$ cat config.mk
export PLATFORM = sky130hd
export DESIGN_NAME = ejtag_scan_event_monitor_top
export DESIGN_NICKNAME = d
export VERILOG_FILES = /design/src/rtl/esm_pkg.sv /design/src/rtl/esm_front.sv /design/src/rtl/esm_queue.sv /design/src/rtl/esm_back.sv /design/src/rtl/ejtag_scan_event_monitor_top.sv
export SDC_FILE = /design/constraint.sdc
export NUM_CORES = 1
export LEC_CHECK = 0
export BUFFER_PORTS_ARGS = -buffer_cell sky130_fd_sc_hd__buf_4
export CAP_MARGIN = 20
export CORE_MARGIN = 2
export CORE_UTILIZATION = 62
export CTS_CLUSTER_SIZE = 16
export DETAILED_ROUTE_END_ITERATION = 7
export GPL_TIMING_DRIVEN = 0
export PLACE_DENSITY = 0.81
export SLEW_MARGIN = 20
export SYNTH_ARGS = -nofsm -noshare
export SYNTH_HDL_FRONTEND = slang
export SYNTH_SLANG_ARGS = --single-unit
$ cat constraint.sdc
create_clock -name clock -period 32.9 [get_ports clock]
set_input_delay 1.645 -clock clock [delete_from_list [all_inputs] [get_ports clock]]
set_output_delay 1.645 -clock clock [all_outputs]
set_load 0.02 [all_outputs]
$ cat src/rtl/esm_pkg.sv
// ----------------------------------------------------------------------------
// esm_pkg
// Shared types, codes and helpers for the EJTAG scan event monitor.
// ----------------------------------------------------------------------------
package esm_pkg;

   // scan event operations
   localparam logic [1:0] OP_IR_SHIFT  = 2'd0;
   localparam logic [1:0] OP_DR_IN     = 2'd1;
   localparam logic [1:0] OP_DR_OUT    = 2'd2;
   localparam logic [1:0] OP_UPDATE    = 2'd3;

   // record kinds
   localparam logic [2:0] KIND_INSTR    = 3'd0;
   localparam logic [2:0] KIND_REGISTER = 3'd1;
   localparam logic [2:0] KIND_WORD_IN  = 3'd2;
   localparam logic [2:0] KIND_WORD_OUT = 3'd3;
   localparam logic [2:0] KIND_FAST_IN  = 3'd4;
   localparam logic [2:0] KIND_FAST_OUT = 3'd5;
   localparam logic [2:0] KIND_ACCESS   = 3'd6;

   // register ids
   localparam logic [3:0] REG_RESET    = 4'd0;
   localparam logic [3:0] REG_ID       = 4'd1;
   localparam logic [3:0] REG_IMPL     = 4'd2;
   localparam logic [3:0] REG_DATA     = 4'd3;
   localparam logic [3:0] REG_ADDRESS  = 4'd4;
   localparam logic [3:0] REG_CONTROL  = 4'd5;
   localparam logic [3:0] REG_FASTDATA = 4'd6;

   // instruction codes
   localparam logic [7:0] IR_IDCODE   = 8'h01;
   localparam logic [7:0] IR_IMPCODE  = 8'h03;
   localparam logic [7:0] IR_ADDRESS  = 8'h08;
   localparam logic [7:0] IR_DATA     = 8'h09;
   localparam logic [7:0] IR_CONTROL  = 8'h0A;
   localparam logic [7:0] IR_FASTDATA = 8'h0E;
   localparam logic [7:0] IR_LIST_LO_MAX = 8'h03;
   localparam logic [7:0] IR_LIST_MID_MIN = 8'h08;
   localparam logic [7:0] IR_LIST_MID_MAX = 8'h17;
   localparam logic [7:0] IR_LIST_EXTRA = 8'h1C;

   // control register bits
   localparam int PRACC_BIT = 18;
   localparam int PRNW_BIT  = 19;

   localparam int MAX_RECORDS = 4;
   localparam int REC_IDX_W   = $clog2(MAX_RECORDS);
   localparam int REC_CNT_W   = REC_IDX_W + 1;

   localparam int QUEUE_DEPTH = 2;
   localparam int QPTR_W      = $clog2(QUEUE_DEPTH);
   localparam int QCNT_W      = QPTR_W + 1;

   typedef struct packed {
      logic [1:0]  operation;
      logic [31:0] value;
   } req_type;

   typedef struct packed {
      logic [2:0]  kind;
      logic [3:0]  register_id;
      logic [31:0] word;
      logic [31:0] access_address;
      logic        access_store;
      logic        access_data_seen;
      logic        code_known;
      logic        last_record;
   } rsp_type;

   typedef struct packed {
      logic [REC_CNT_W-1:0]         count;
      rsp_type [MAX_RECORDS-1:0]    rec;
   } job_type;

   typedef struct packed {
      logic full;
      logic empty;
   } q_status_type;

   function automatic logic code_in_list(input logic [7:0] c);
      return (c <= IR_LIST_LO_MAX) ||
             ((c >= IR_LIST_MID_MIN) && (c <= IR_LIST_MID_MAX)) ||
             (c == IR_LIST_EXTRA);
   endfunction

   function automatic logic [3:0] select_for(input logic [7:0] c);
      logic [3:0] r;
      case (c)
         IR_IDCODE:   r = REG_ID;
         IR_IMPCODE:  r = REG_IMPL;
         IR_DATA:     r = REG_DATA;
         IR_ADDRESS:  r = REG_ADDRESS;
         IR_CONTROL:  r = REG_CONTROL;
         IR_FASTDATA: r = REG_FASTDATA;
         default:     r = REG_RESET;
      endcase
      return r;
   endfunction

   function automatic rsp_type make_rec(input logic [2:0] kind, input logic [3:0] reg_id,
                                        input logic [31:0] word, input logic [31:0] addr,
                                        input logic store, input logic seen,
                                        input logic known);
      rsp_type r;
      r.kind             = kind;
      r.register_id      = reg_id;
      r.word             = word;
      r.access_address   = addr;
      r.access_store     = store;
      r.access_data_seen = seen;
      r.code_known       = known;
      r.last_record      = 1'b0;
      return r;
   endfunction

endpackage

$ cat src/rtl/esm_front.sv
// ----------------------------------------------------------------------------
// esm_front
// Accepts scan events, keeps the monitor state and builds the record job.
// ----------------------------------------------------------------------------
module esm_front
   import esm_pkg::*;
(
   input  logic         clock,
   input  logic         reset,
   input  logic         accept,
   input  req_type      req,
   output logic         push,
   output job_type      job
);

   logic [3:0]  sel_ff, sel_in;
   logic [31:0] cin_ff, cin_in;
   logic [31:0] cout_ff, cout_in;
   logic        cin_seen_ff, cin_seen_in;
   logic        cout_seen_ff, cout_seen_in;
   logic [31:0] aaddr_ff, aaddr_in;
   logic [31:0] adin_ff, adin_in;
   logic [31:0] adout_ff, adout_in;
   logic        ain_seen_ff, ain_seen_in;
   logic        aout_seen_ff, aout_seen_in;

   always_comb begin
      logic [REC_CNT_W-1:0] n;
      logic [7:0]           code;
      logic                 store;
      sel_in       = sel_ff;
      cin_in       = cin_ff;
      cout_in      = cout_ff;
      cin_seen_in  = cin_seen_ff;
      cout_seen_in = cout_seen_ff;
      aaddr_in     = aaddr_ff;
      adin_in      = adin_ff;
      adout_in     = adout_ff;
      ain_seen_in  = ain_seen_ff;
      aout_seen_in = aout_seen_ff;
      job          = '0;
      n            = '0;
      code         = req.value[7:0];
      store        = cout_ff[PRNW_BIT];
      case (req.operation)
         OP_IR_SHIFT: begin
            sel_in = select_for(code);
            job.rec[n[REC_IDX_W-1:0]] = make_rec(KIND_INSTR, select_for(code),
                                                 {24'd0, code}, '0, 1'b0, 1'b0,
                                                 code_in_list(code));
            n = n + 1'b1;
         end
         OP_DR_IN: begin
            cin_in      = req.value;
            cin_seen_in = 1'b1;
            if (sel_ff == REG_DATA) begin
               adin_in     = req.value;
               ain_seen_in = 1'b1;
            end else if (sel_ff == REG_FASTDATA) begin
               job.rec[n[REC_IDX_W-1:0]] = make_rec(KIND_FAST_IN, sel_ff, req.value,
                                                    '0, 1'b0, 1'b0, 1'b0);
               n = n + 1'b1;
            end
         end
         OP_DR_OUT: begin
            cout_in      = req.value;
            cout_seen_in = 1'b1;
            if (sel_ff == REG_ADDRESS) begin
               aaddr_in = req.value;
            end else if (sel_ff == REG_DATA) begin
               adout_in     = req.value;
               aout_seen_in = 1'b1;
            end else if (sel_ff == REG_FASTDATA) begin
               job.rec[n[REC_IDX_W-1:0]] = make_rec(KIND_FAST_OUT, sel_ff, req.value,
                                                    '0, 1'b0, 1'b0, 1'b0);
               n = n + 1'b1;
            end
         end
         OP_UPDATE: begin
            if (sel_ff != REG_RESET) begin
               job.rec[n[REC_IDX_W-1:0]] = make_rec(KIND_REGISTER, sel_ff, '0, '0,
                                                    1'b0, 1'b0, 1'b0);
               n = n + 1'b1;
               if ((sel_ff == REG_ID) || (sel_ff == REG_IMPL)) begin
                  if (cout_seen_ff) begin
                     job.rec[n[REC_IDX_W-1:0]] = make_rec(KIND_WORD_OUT, sel_ff, cout_ff,
                                                          '0, 1'b0, 1'b0, 1'b0);
                     n = n + 1'b1;
                  end
               end else if (sel_ff != REG_FASTDATA) begin
                  if (cin_seen_ff) begin
                     job.rec[n[REC_IDX_W-1:0]] = make_rec(KIND_WORD_IN, sel_ff, cin_ff,
                                                          '0, 1'b0, 1'b0, 1'b0);
                     n = n + 1'b1;
                  end
                  if (cout_seen_ff) begin
                     job.rec[n[REC_IDX_W-1:0]] = make_rec(KIND_WORD_OUT, sel_ff, cout_ff,
                                                          '0, 1'b0, 1'b0, 1'b0);
                     n = n + 1'b1;
                  end
               end
               if ((sel_ff == REG_CONTROL) && !cin_ff[PRACC_BIT] && cout_ff[PRACC_BIT]) begin
                  job.rec[n[REC_IDX_W-1:0]] = make_rec(KIND_ACCESS, REG_CONTROL,
                                                       store ? adout_ff : adin_ff,
                                                       aaddr_ff, store,
                                                       store ? aout_seen_ff : ain_seen_ff,
                                                       1'b0);
                  n            = n + 1'b1;
                  aaddr_in     = '0;
                  adin_in      = '0;
                  adout_in     = '0;
                  ain_seen_in  = 1'b0;
                  aout_seen_in = 1'b0;
               end
               cin_in       = '0;
               cout_in      = '0;
               cin_seen_in  = 1'b0;
               cout_seen_in = 1'b0;
            end
         end
         default: begin
         end
      endcase
      if (n != '0) begin
         job.rec[REC_IDX_W'(n - 1'b1)].last_record = 1'b1;
      end
      job.count = n;
   end

   assign push = accept && (job.count != '0);

   always_ff @(posedge clock) begin
      if (reset) begin
         sel_ff       <= REG_RESET;
         cin_ff       <= '0;
         cout_ff      <= '0;
         cin_seen_ff  <= 1'b0;
         cout_seen_ff <= 1'b0;
         aaddr_ff     <= '0;
         adin_ff      <= '0;
         adout_ff     <= '0;
         ain_seen_ff  <= 1'b0;
         aout_seen_ff <= 1'b0;
      end else if (accept) begin
         sel_ff       <= sel_in;
         cin_ff       <= cin_in;
         cout_ff      <= cout_in;
         cin_seen_ff  <= cin_seen_in;
         cout_seen_ff <= cout_seen_in;
         aaddr_ff     <= aaddr_in;
         adin_ff      <= adin_in;
         adout_ff     <= adout_in;
         ain_seen_ff  <= ain_seen_in;
         aout_seen_ff <= aout_seen_in;
      end
   end

endmodule

$ cat src/rtl/esm_queue.sv
// ----------------------------------------------------------------------------
// esm_queue
// Short job queue between the front and the record sequencer.
// ----------------------------------------------------------------------------
module esm_queue
   import esm_pkg::*;
(
   input  logic         clock,
   input  logic         reset,
   input  logic         push,
   input  job_type      push_job,
   input  logic         pop,
   output job_type      head_job,
   output q_status_type status
);

   job_type               slot_ff [QUEUE_DEPTH];
   logic [QPTR_W-1:0]     wr_ptr_ff, wr_ptr_in;
   logic [QPTR_W-1:0]     rd_ptr_ff, rd_ptr_in;
   logic [QCNT_W-1:0]     count_ff, count_in;

   assign status.full  = (count_ff == QCNT_W'(QUEUE_DEPTH));
   assign status.empty = (count_ff == '0);
   assign head_job     = slot_ff[rd_ptr_ff];

   always_comb begin
      wr_ptr_in = push ? QPTR_W'(wr_ptr_ff + 1'b1) : wr_ptr_ff;
      rd_ptr_in = pop  ? QPTR_W'(rd_ptr_ff + 1'b1) : rd_ptr_ff;
      count_in  = count_ff;
      if (push && !pop) begin
         count_in = count_ff + 1'b1;
      end else if (pop && !push) begin
         count_in = count_ff - 1'b1;
      end
   end

   always_ff @(posedge clock) begin
      if (push) begin
         slot_ff[wr_ptr_ff] <= push_job;
      end
   end

   always_ff @(posedge clock) begin
      if (reset) begin
         wr_ptr_ff <= '0;
         rd_ptr_ff <= '0;
         count_ff  <= '0;
      end else begin
         wr_ptr_ff <= wr_ptr_in;
         rd_ptr_ff <= rd_ptr_in;
         count_ff  <= count_in;
      end
   end

   a_no_overflow: assert property (@(posedge clock) disable iff (reset)
      !(push && status.full))
      else $error("push into full job queue");

   a_no_underflow: assert property (@(posedge clock) disable iff (reset)
      !(pop && status.empty))
      else $error("pop from empty job queue");

   a_count_bound: assert property (@(posedge clock) disable iff (reset)
      count_ff <= QCNT_W'(QUEUE_DEPTH))
      else $error("job queue count out of range");

   a_count_step: assert property (@(posedge clock) disable iff (reset)
      (push && !pop) |=> (count_ff == $past(count_ff) + 1'b1))
      else $error("job queue count did not advance on push");

endmodule

$ cat src/rtl/esm_back.sv
// ----------------------------------------------------------------------------
// esm_back
// Walks the head job into the result register one record per cycle while rsp_stall is low.
// ----------------------------------------------------------------------------
module esm_back
   import esm_pkg::*;
(
   input  logic         clock,
   input  logic         reset,
   input  job_type      head_job,
   input  q_status_type status,
   output logic         pop,
   output logic         rsp_valid,
   input  logic         rsp_stall,
   output rsp_type      rsp_payload
);

   logic [REC_IDX_W-1:0] idx_ff, idx_in;
   logic                 valid_ff, valid_in;
   rsp_type              rsp_ff, rsp_in;
   logic                 load;
   logic                 last;

   assign load = !valid_ff || !rsp_stall;
   assign last = (REC_CNT_W'(idx_ff) + 1'b1) == head_job.count;
   assign pop  = load && !status.empty && last;

   always_comb begin
      idx_in   = idx_ff;
      valid_in = valid_ff;
      rsp_in   = rsp_ff;
      if (load) begin
         valid_in = !status.empty;
         if (!status.empty) begin
            rsp_in = head_job.rec[idx_ff];
            idx_in = last ? '0 : REC_IDX_W'(idx_ff + 1'b1);
         end
      end
   end

   always_ff @(posedge clock) begin
      if (reset) begin
         idx_ff   <= '0;
         valid_ff <= 1'b0;
      end else begin
         idx_ff   <= idx_in;
         valid_ff <= valid_in;
      end
   end

   always_ff @(posedge clock) begin
      rsp_ff <= rsp_in;
   end

   assign rsp_valid   = valid_ff;
   assign rsp_payload = rsp_ff;

   a_pop_on_last: assert property (@(posedge clock) disable iff (reset)
      pop |=> (valid_ff && rsp_ff.last_record && (idx_ff == '0)))
      else $error("job retired without its last record");

   a_idx_in_job: assert property (@(posedge clock) disable iff (reset)
      !status.empty |-> (REC_CNT_W'(idx_ff) < head_job.count))
      else $error("record index beyond job length");

   a_stall_hold: assert property (@(posedge clock) disable iff (reset)
      (valid_ff && rsp_stall) |=> (valid_ff && $stable(rsp_ff)))
      else $error("stalled record changed");

endmodule

$ cat src/rtl/ejtag_scan_event_monitor_top.sv
// ----------------------------------------------------------------------------
// ejtag_scan_event_monitor_top
// EJTAG scan event monitor: decodes scan events into instruction, register,
// word, fastdata and processor-access records.
//
//   channel   dir  handshake          payload
//   req_      in   req_valid/stall    req_type  (operation, value)
//   rsp_      out  rsp_valid/stall    rsp_type  (one record per transaction)
//
// Back-to-back events are accepted while the two-entry job queue has room.
// Each job drains one record per cycle, while rsp_stall is low, through
// the result register; an update job holds up to 4 records, other jobs 1.
// Reset clears the monitor state, the queue and the result valid.
// req_stall rises only while the job queue is full.
// ----------------------------------------------------------------------------
module ejtag_scan_event_monitor_top
   import esm_pkg::*;
(
   input  logic    clock,
   input  logic    reset,
   input  logic    req_valid,
   output logic    req_stall,
   input  req_type req_payload,
   output logic    rsp_valid,
   input  logic    rsp_stall,
   output rsp_type rsp_payload
);

   q_status_type q_status;
   job_type      push_job;
   job_type      head_job;
   logic         push;
   logic         pop;
   logic         accept;

   assign req_stall = q_status.full;
   assign accept    = req_valid && !req_stall;

   esm_front u_front (
      .clock  (clock),
      .reset  (reset),
      .accept (accept),
      .req    (req_payload),
      .push   (push),
      .job    (push_job)
   );

   esm_queue u_queue (
      .clock    (clock),
      .reset    (reset),
      .push     (push),
      .push_job (push_job),
      .pop      (pop),
      .head_job (head_job),
      .status   (q_status)
   );

   esm_back u_back (
      .clock       (clock),
      .reset       (reset),
      .head_job    (head_job),
      .status      (q_status),
      .pop         (pop),
      .rsp_valid   (rsp_valid),
      .rsp_stall   (rsp_stall),
      .rsp_payload (rsp_payload)
   );

endmodule

## After elaboration in Yosys (flattened, before gate mapping)

Memories as Yosys holds them, arrays and structs flattened. A register that Yosys moved wholly into a read port is not among the register bits.
Cells that the tools add are included.
Widths: inputs -> output; s select.

| word-level totals | value |
|---|---|
| logic and storage cells | 191 |
| bits of input ports | 38 |
| RAM bits | 606 |
| memories kept | 1 |
| register bits | 250 |

| operators by class | value |
|---|---|
| bitwise logic cells | 1 |
| equality and inequality tests | 25 |
| magnitude comparators | 10 |
| multiplexer cells | 85 |
| reductions and logical operators | 37 |
| add/sub/neg operators | 9 |

Memory list:

| name | words | width | rd ports | clocked after memory_dff | wr ports | RTL line | source |
|---|---|---|---|---|---|---|---|
| u_queue.slot_ff | 2 | 303 | 1 | 1 | 1 | esm_queue.sv:17 | `job_type slot_ff [QUEUE_DEPTH];` |

Operator list:

| kind | count |
|---|---|
| $mux 300 | 5 |
| $mux 75 | 18 |
| $bwmux 300 | 3 |
| $demux 75 s2 | 3 |
| $mux 150 | 3 |
| $pmux 32 s2 | 5 |
| $pmux 75 s4 | 1 |
| $mux 225 | 1 |
| $mux 32 | 7 |
| $bmux 75 s2 | 1 |
| $mux 74 | 2 |
| $mux 3 | 13 |
| $eq 8x4->1 const B | 4 |
| $pmux 3 s6 | 1 |
| $eq 4x3->1 const B | 3 |
| $logic_and 1x1->1 | 12 |
| $lt 2x3->1 const B | 4 |
| $mux 1 | 12 |
| $pmux 3 s4 | 1 |
| $mux 2 | 5 |
| $ne 2x1->1 const B | 5 |
| $reduce_and 5->1 | 2 |
| $eq 4x2->1 const B | 2 |
| $eq 8x1->1 const B | 1 |
| other kinds (28) | 53 |

## Depth between registers and ports, before layout

| depth | value |
|---|---|
| depth after elaboration | 22 |
| mapped depth | 14 |
| gate-level depth less buffers | 12 |

## By module

Synthesis repeated with hierarchy kept, for this count alone.

| unflattened totals | value |
|---|---|
| cell total of the unflattened synthesis | 2530 |
| area, all modules | 36984.2 um^2 |

Modules (own cells, without submodules):

| module | instances | sequential area each (um^2) | area each (um^2) | cells each |
|---|---|---|---|---|
| esm_queue | 1 | 18297.5 | 23196.0 | 965 |
| esm_front | 1 | 3343.2 | 9521.6 | 1378 |
| esm_back | 1 | 2312.2 | 4252.8 | 186 |
| ejtag_scan_event_monitor_top | 1 | 0.0 | 13.8 | 1 |

## Least setup slack after synthesis

No wires, ideal clock.

| timing path | value |
|---|---|
| path type | input -> register |
| start point | input req_payload[32] (netlist bit) |
| end point | memory u_queue.slot_ff[0][0] (netlist bit) (enable) |
| slack | 5820 ps |
| arrival time | 25616 ps |
| stages | 6 |
| path buffers | 3 |
| path through | buf_4 -> and2_1 -> clkbuf_1 -> nand4_1 -> buf_2 -> a311oi_1 |

| on the way | value |
|---|---|
| longest elaborated chain between the ends | 6 |

Ends and longest elaborated chain:

| element | RTL line | source |
|---|---|---|
| from (decl) | ejtag_scan_event_monitor_top.sv:23 | `input req_type req_payload,` |
| $eq 2x2->1 (tied with other cells) | esm_front.sv:45 | `case (req.operation)` |
| $pmux 3 s4 (*) | esm_front.sv:45 |  |
| $reduce_bool 3->1 (*) | esm_front.sv:130 | `assign push = accept && (job.count != '0);` |
| $logic_and 1x1->1 (*) | esm_front.sv:130 |  |
| $mux 1 (*) | esm_queue.sv:38 | `if (push) begin` |
| $mux 1 (implied by the code) (*) | esm_queue.sv:39 | `slot_ff[wr_ptr_ff] <= push_job;` |
| to (decl) | esm_queue.sv:17 |  |

Mark *: on every way between the ends. The rest lies on a longest branch, timed or not.

## Worst setup path after layout

| timing path | value |
|---|---|
| start point | input req_payload[32] (netlist bit) |
| end point | memory u_queue.slot_ff[0][254] (netlist bit) (enable) |

The elaborated chain is that of the path after synthesis.

==> out/results.md <==
- fraction of synthesized area in multiplexers: 10.7%
- EDFF count, synth: 656
- leading post-synthesis cells by instance count: sky130_fd_sc_hd__edfxtp_1, sky130_fd_sc_hd__nand2_1, sky130_fd_sc_hd__nor2_1
- final period utilization: 18.0%
- number of max-slew violations in the final report: 0
- Slowest-stage cell, CP: sky130_fd_sc_hd__a311oi_4
- Crit path arrival time: 6.26 ns
- cells along the critical path: buf_4 -> buf_4 -> and2_1 -> clkbuf_1 -> nand4_1 -> buf_2 -> a311oi_4 -> buf_8 -> buf_6 -> buf_6 -> buf_6 -> buf_6 -> buf_8 -> buf_8 -> buf_6 -> buf_6
- cell class contributing the biggest share of worst-path delay: buffers and inverters
- antenna cell count: 0
- detailed-placement wirelength estimate: 70.0 mm
- initial cell density of the core: 62.4%
- xor-xnor portion of the synthesized cell area: 0.256%
- post-route ant nets: 0
- GR Overflow Total: 0
- most used standard cell by instance count after synthesis: sky130_fd_sc_hd__edfxtp_1
- Reg clk slew, reported paths: 0.06 ns
- placed instance count: 3345
- total of cells resized after clock tree synthesis: 0
- overall via count from detail_route: 23500
- buffering stage count on the worst path with inverters included: 13
- number of synthesis warnings: 0
- combinational family with the most area after synthesis: simple AND/OR/NAND/NOR gates
- Max Fclk: 169 MHz
- largest cells by area after synthesis: sky130_fd_sc_hd__edfxtp_1, sky130_fd_sc_hd__dfxtp_1, sky130_fd_sc_hd__mux4_2
- horizontal die dimension: 239 um
- worst-margin pin slew: 1.22 ns
- most area-hungry cell type in the Yosys netlist: sky130_fd_sc_hd__edfxtp_1
- dominant synthesized flop cell: sky130_fd_sc_hd__edfxtp_1
- hold slack final: 0.458 ns
- worst max-slew margin expressed relative to the limit: 18.8%
- RSZ-0062 raised after global routing: no
- Std-Cell Core Area: 0.0548 mm2
- count of placed standard cells in the final layout, fillers left out: 3493
- setup repair bufs after CTS: 0
- post-synthesis share of cell area spent on full adders, half adders and majority gates: 0.402%
- H-tree levels: 3
- Via density: 6.74
- synthesized instance count: 2486
- run status: finished, final reports clean
- final number of setup-violating endpoints: 0
- number of nets at the end of the flow: 2773
- buffer levels on the longest clock path: 3
- Die Outline Area: 0.0570 mm2
- crit-path max cell delay: 0.80 ns
- flops & latches, synth: 831
- Final GP Congestion: 0.965
- distinct cell type count of the synthesized netlist: 72
- leakage power summed over all cells: 0.0140 uW
- share of cells above drive strength 1: 18.3%
- critical path class: input pin to flop
- area share of the leading cell type in the synthesized netlist: 57.6%
- ys async rst share: 0%
- height of the chip: 239 um
- kind of start point of the critical path: input pin
- final worst clock skew: 0.0315 ns
- summed instance area of the synthesized netlist: 0.0342 mm2
- endpoints failing hold: 0
- root buffer cell: sky130_fd_sc_hd__clkbuf_16
- drc violations: 0
- average wire per cell in the routed design: 28.7 um
- net count of the mapped netlist: 2535
- count of input and output buffers: 110
- CP endpoint kind: flop
- Area growth, synth to finish: 15.0%
- Final Routed Wirelength: 100 mm
- portion of the post-synthesis area used by sequential elements: 67.9%
- clk sink count: 831
- Most Frequent Cell on Critical Path: sky130_fd_sc_hd__buf_6
- fill cell instance count of the final layout: 3425
- initial antenna violation count: 2
- I/O pin total: 115
- CTS Hold Buffers Added: 0
- clock tree from TritonCTS: yes
- hold crit path type: flop to flop
- Iteration-0 DRC Markers: 3687
- syn_area_per_cell: 13.8 um2
- Max-cap violations: 0
- critical-path maximum fanout: 14
- Global Route Usage Sum: 35.5%
- pin count of the biggest net entering global routing: 24
- PwrDens: 61.0 mW/mm2
- clock period minus worst slack: 5.92 ns
- clock latency on the worst-skew pair: 0.64 ns
- simple-gate area share of the yosys netlist: 11.6%
- Peak supply drop: 0.0471 mV
- number of buffers created by CTS: 81
- total iterations of the first detailed-routing run: 7
- first-pass GRT wire length: 145 mm
- vias in the first global route: 22900
- standard-cell row count: 86
- area fraction in compound gates after synthesis: 6.50%
- critical path data required time: 33.24 ns
-- placed cells by master (no fill, tap or decap), types with 3 or more instances in the layout --
cell                        instances
sky130_fd_sc_hd__nand2b_1           3
sky130_fd_sc_hd__clkinv_1          15
sky130_fd_sc_hd__nand4_1            5
sky130_fd_sc_hd__nor2b_1            6
sky130_fd_sc_hd__buf_16            19
sky130_fd_sc_hd__a31oi_1            3
sky130_fd_sc_hd__buf_6             27
sky130_fd_sc_hd__inv_2              4
sky130_fd_sc_hd__nand3_1           72
sky130_fd_sc_hd__buf_8              9
sky130_fd_sc_hd__mux2_2             3
sky130_fd_sc_hd__mux4_2           140
sky130_fd_sc_hd__o21ai_0          102
sky130_fd_sc_hd__a21oi_1          177
sky130_fd_sc_hd__and3_1            32
sky130_fd_sc_hd__nand2_1          358
sky130_fd_sc_hd__o22ai_1           32
sky130_fd_sc_hd__clkbuf_16         83
sky130_fd_sc_hd__mux2i_1           47
sky130_fd_sc_hd__a32oi_1           30
sky130_fd_sc_hd__o211ai_1           5
sky130_fd_sc_hd__inv_1             15
sky130_fd_sc_hd__xnor2_1            4
sky130_fd_sc_hd__edfxtp_1         656
sky130_fd_sc_hd__and2_1           135
sky130_fd_sc_hd__clkbuf_8           7
sky130_fd_sc_hd__nor2_1           224
sky130_fd_sc_hd__buf_4            120
sky130_fd_sc_hd__buf_1             17
sky130_fd_sc_hd__ha_1              11
sky130_fd_sc_hd__clkbuf_2           6
sky130_fd_sc_hd__dfxtp_1          175
sky130_fd_sc_hd__clkinv_2          19
sky130_fd_sc_hd__clkbuf_1         110
sky130_fd_sc_hd__bufinv_16          3
sky130_fd_sc_hd__o21ai_1            6
sky130_fd_sc_hd__buf_2             42
sky130_fd_sc_hd__nor3_1             3
sky130_fd_sc_hd__xor2_1             6
-- worst paths after layout --
| check | start | slack [ns] | cells past startpoint | to |
|---|---|---|---|---|
| max | req_payload[32] | 26.98 | 16 | u_queue.slot_ff[0][254] |
| min | u_front.adout_ff[8] | 0.46 | 2 | u_front.adout_ff[8] |
| max reg2reg | u_front.sel_ff[0] | 27.27 | 17 | u_queue.slot_ff[0][254] |
| min reg2reg | u_front.adout_ff[8] | 0.46 | 2 | u_front.adout_ff[8] |
-- stage by stage --
step	area, um2	total power [uW]	setup slack (ns)	utilization, %	setup TNS (ns)
2_1_floorplan	34200	1410	5.82	-	0
3_3_place_gp	35900	1530	-6.06	65.6	-1751.47
3_5_place_dp	36800	1520	26.43	67.2	0
4_1_cts	39300	2400	27.08	71.8	0
5_1_grt	39300	2460	26.89	71.8	0
6_report	39300	2400	26.98	71.8	0
-- cells by family after synthesis --
group | after synthesis
buf+inv | 199
xor+xnor | 10
other cells | 1
compound gates | 380
flops | 831
simple gates | 864
fa+ha+maj | 11
mux | 190
-- cell type report --
type	count	area (um2)	share of cell area, %
Buffer	180	852	2.17
Clock buffer	105	2230	5.67
Clock inverter	43	305	0.776
Inverter	19	71.3	0.181
Multi-Input combinational cell	1456	10100	25.7
Sequential cell	831	23200	59.0
Tap cell	704	881	2.24
Timing Repair Buffer	155	1670	4.25
-- metal layers --
layer	track usage (%)	part of all wire, %	up-vias	routed length, um
met5	0	0.013	-	13
met4	20.3	6.3	2	6310
met3	7.12	12	345	11700
met2	55.6	46	1818	46400
met1	46.8	36	11700	35600
li1	-	-	9712	-
-- where the power goes --
part	switching [uW]	total [uW]	internal [uW]
sequential	12.1	1180	1170
combinational	196	317	121
clock	396	900	503
-- registers in the layout, indices dropped and copies added (netlist names), 2 cells and up, named ones only --
register / count
u_front.adin_ff: 32
u_back.idx_ff: 2
u_front.cin_ff: 32
u_queue.slot_ff: 582
u_front.aaddr_ff: 32
u_back.rsp_payload: 74
u_front.sel_ff: 3
u_front.adout_ff: 32
u_queue.count_ff: 2
u_front.cout_ff: 32
-- worst reg2reg max path, delay by kind of cell (launching register included) --
| family | cells | cell delay (ns) |
|---|---|---|
| simple gates | 3 | 1.05 |
| buf+inv | 11 | 2.50 |
| fa+ha+maj | 1 | 0.24 |
| flops | 1 | 0.31 |
| compound gates | 2 | 1.22 |
Note: power is estimated with default switching activity, not from simulation.
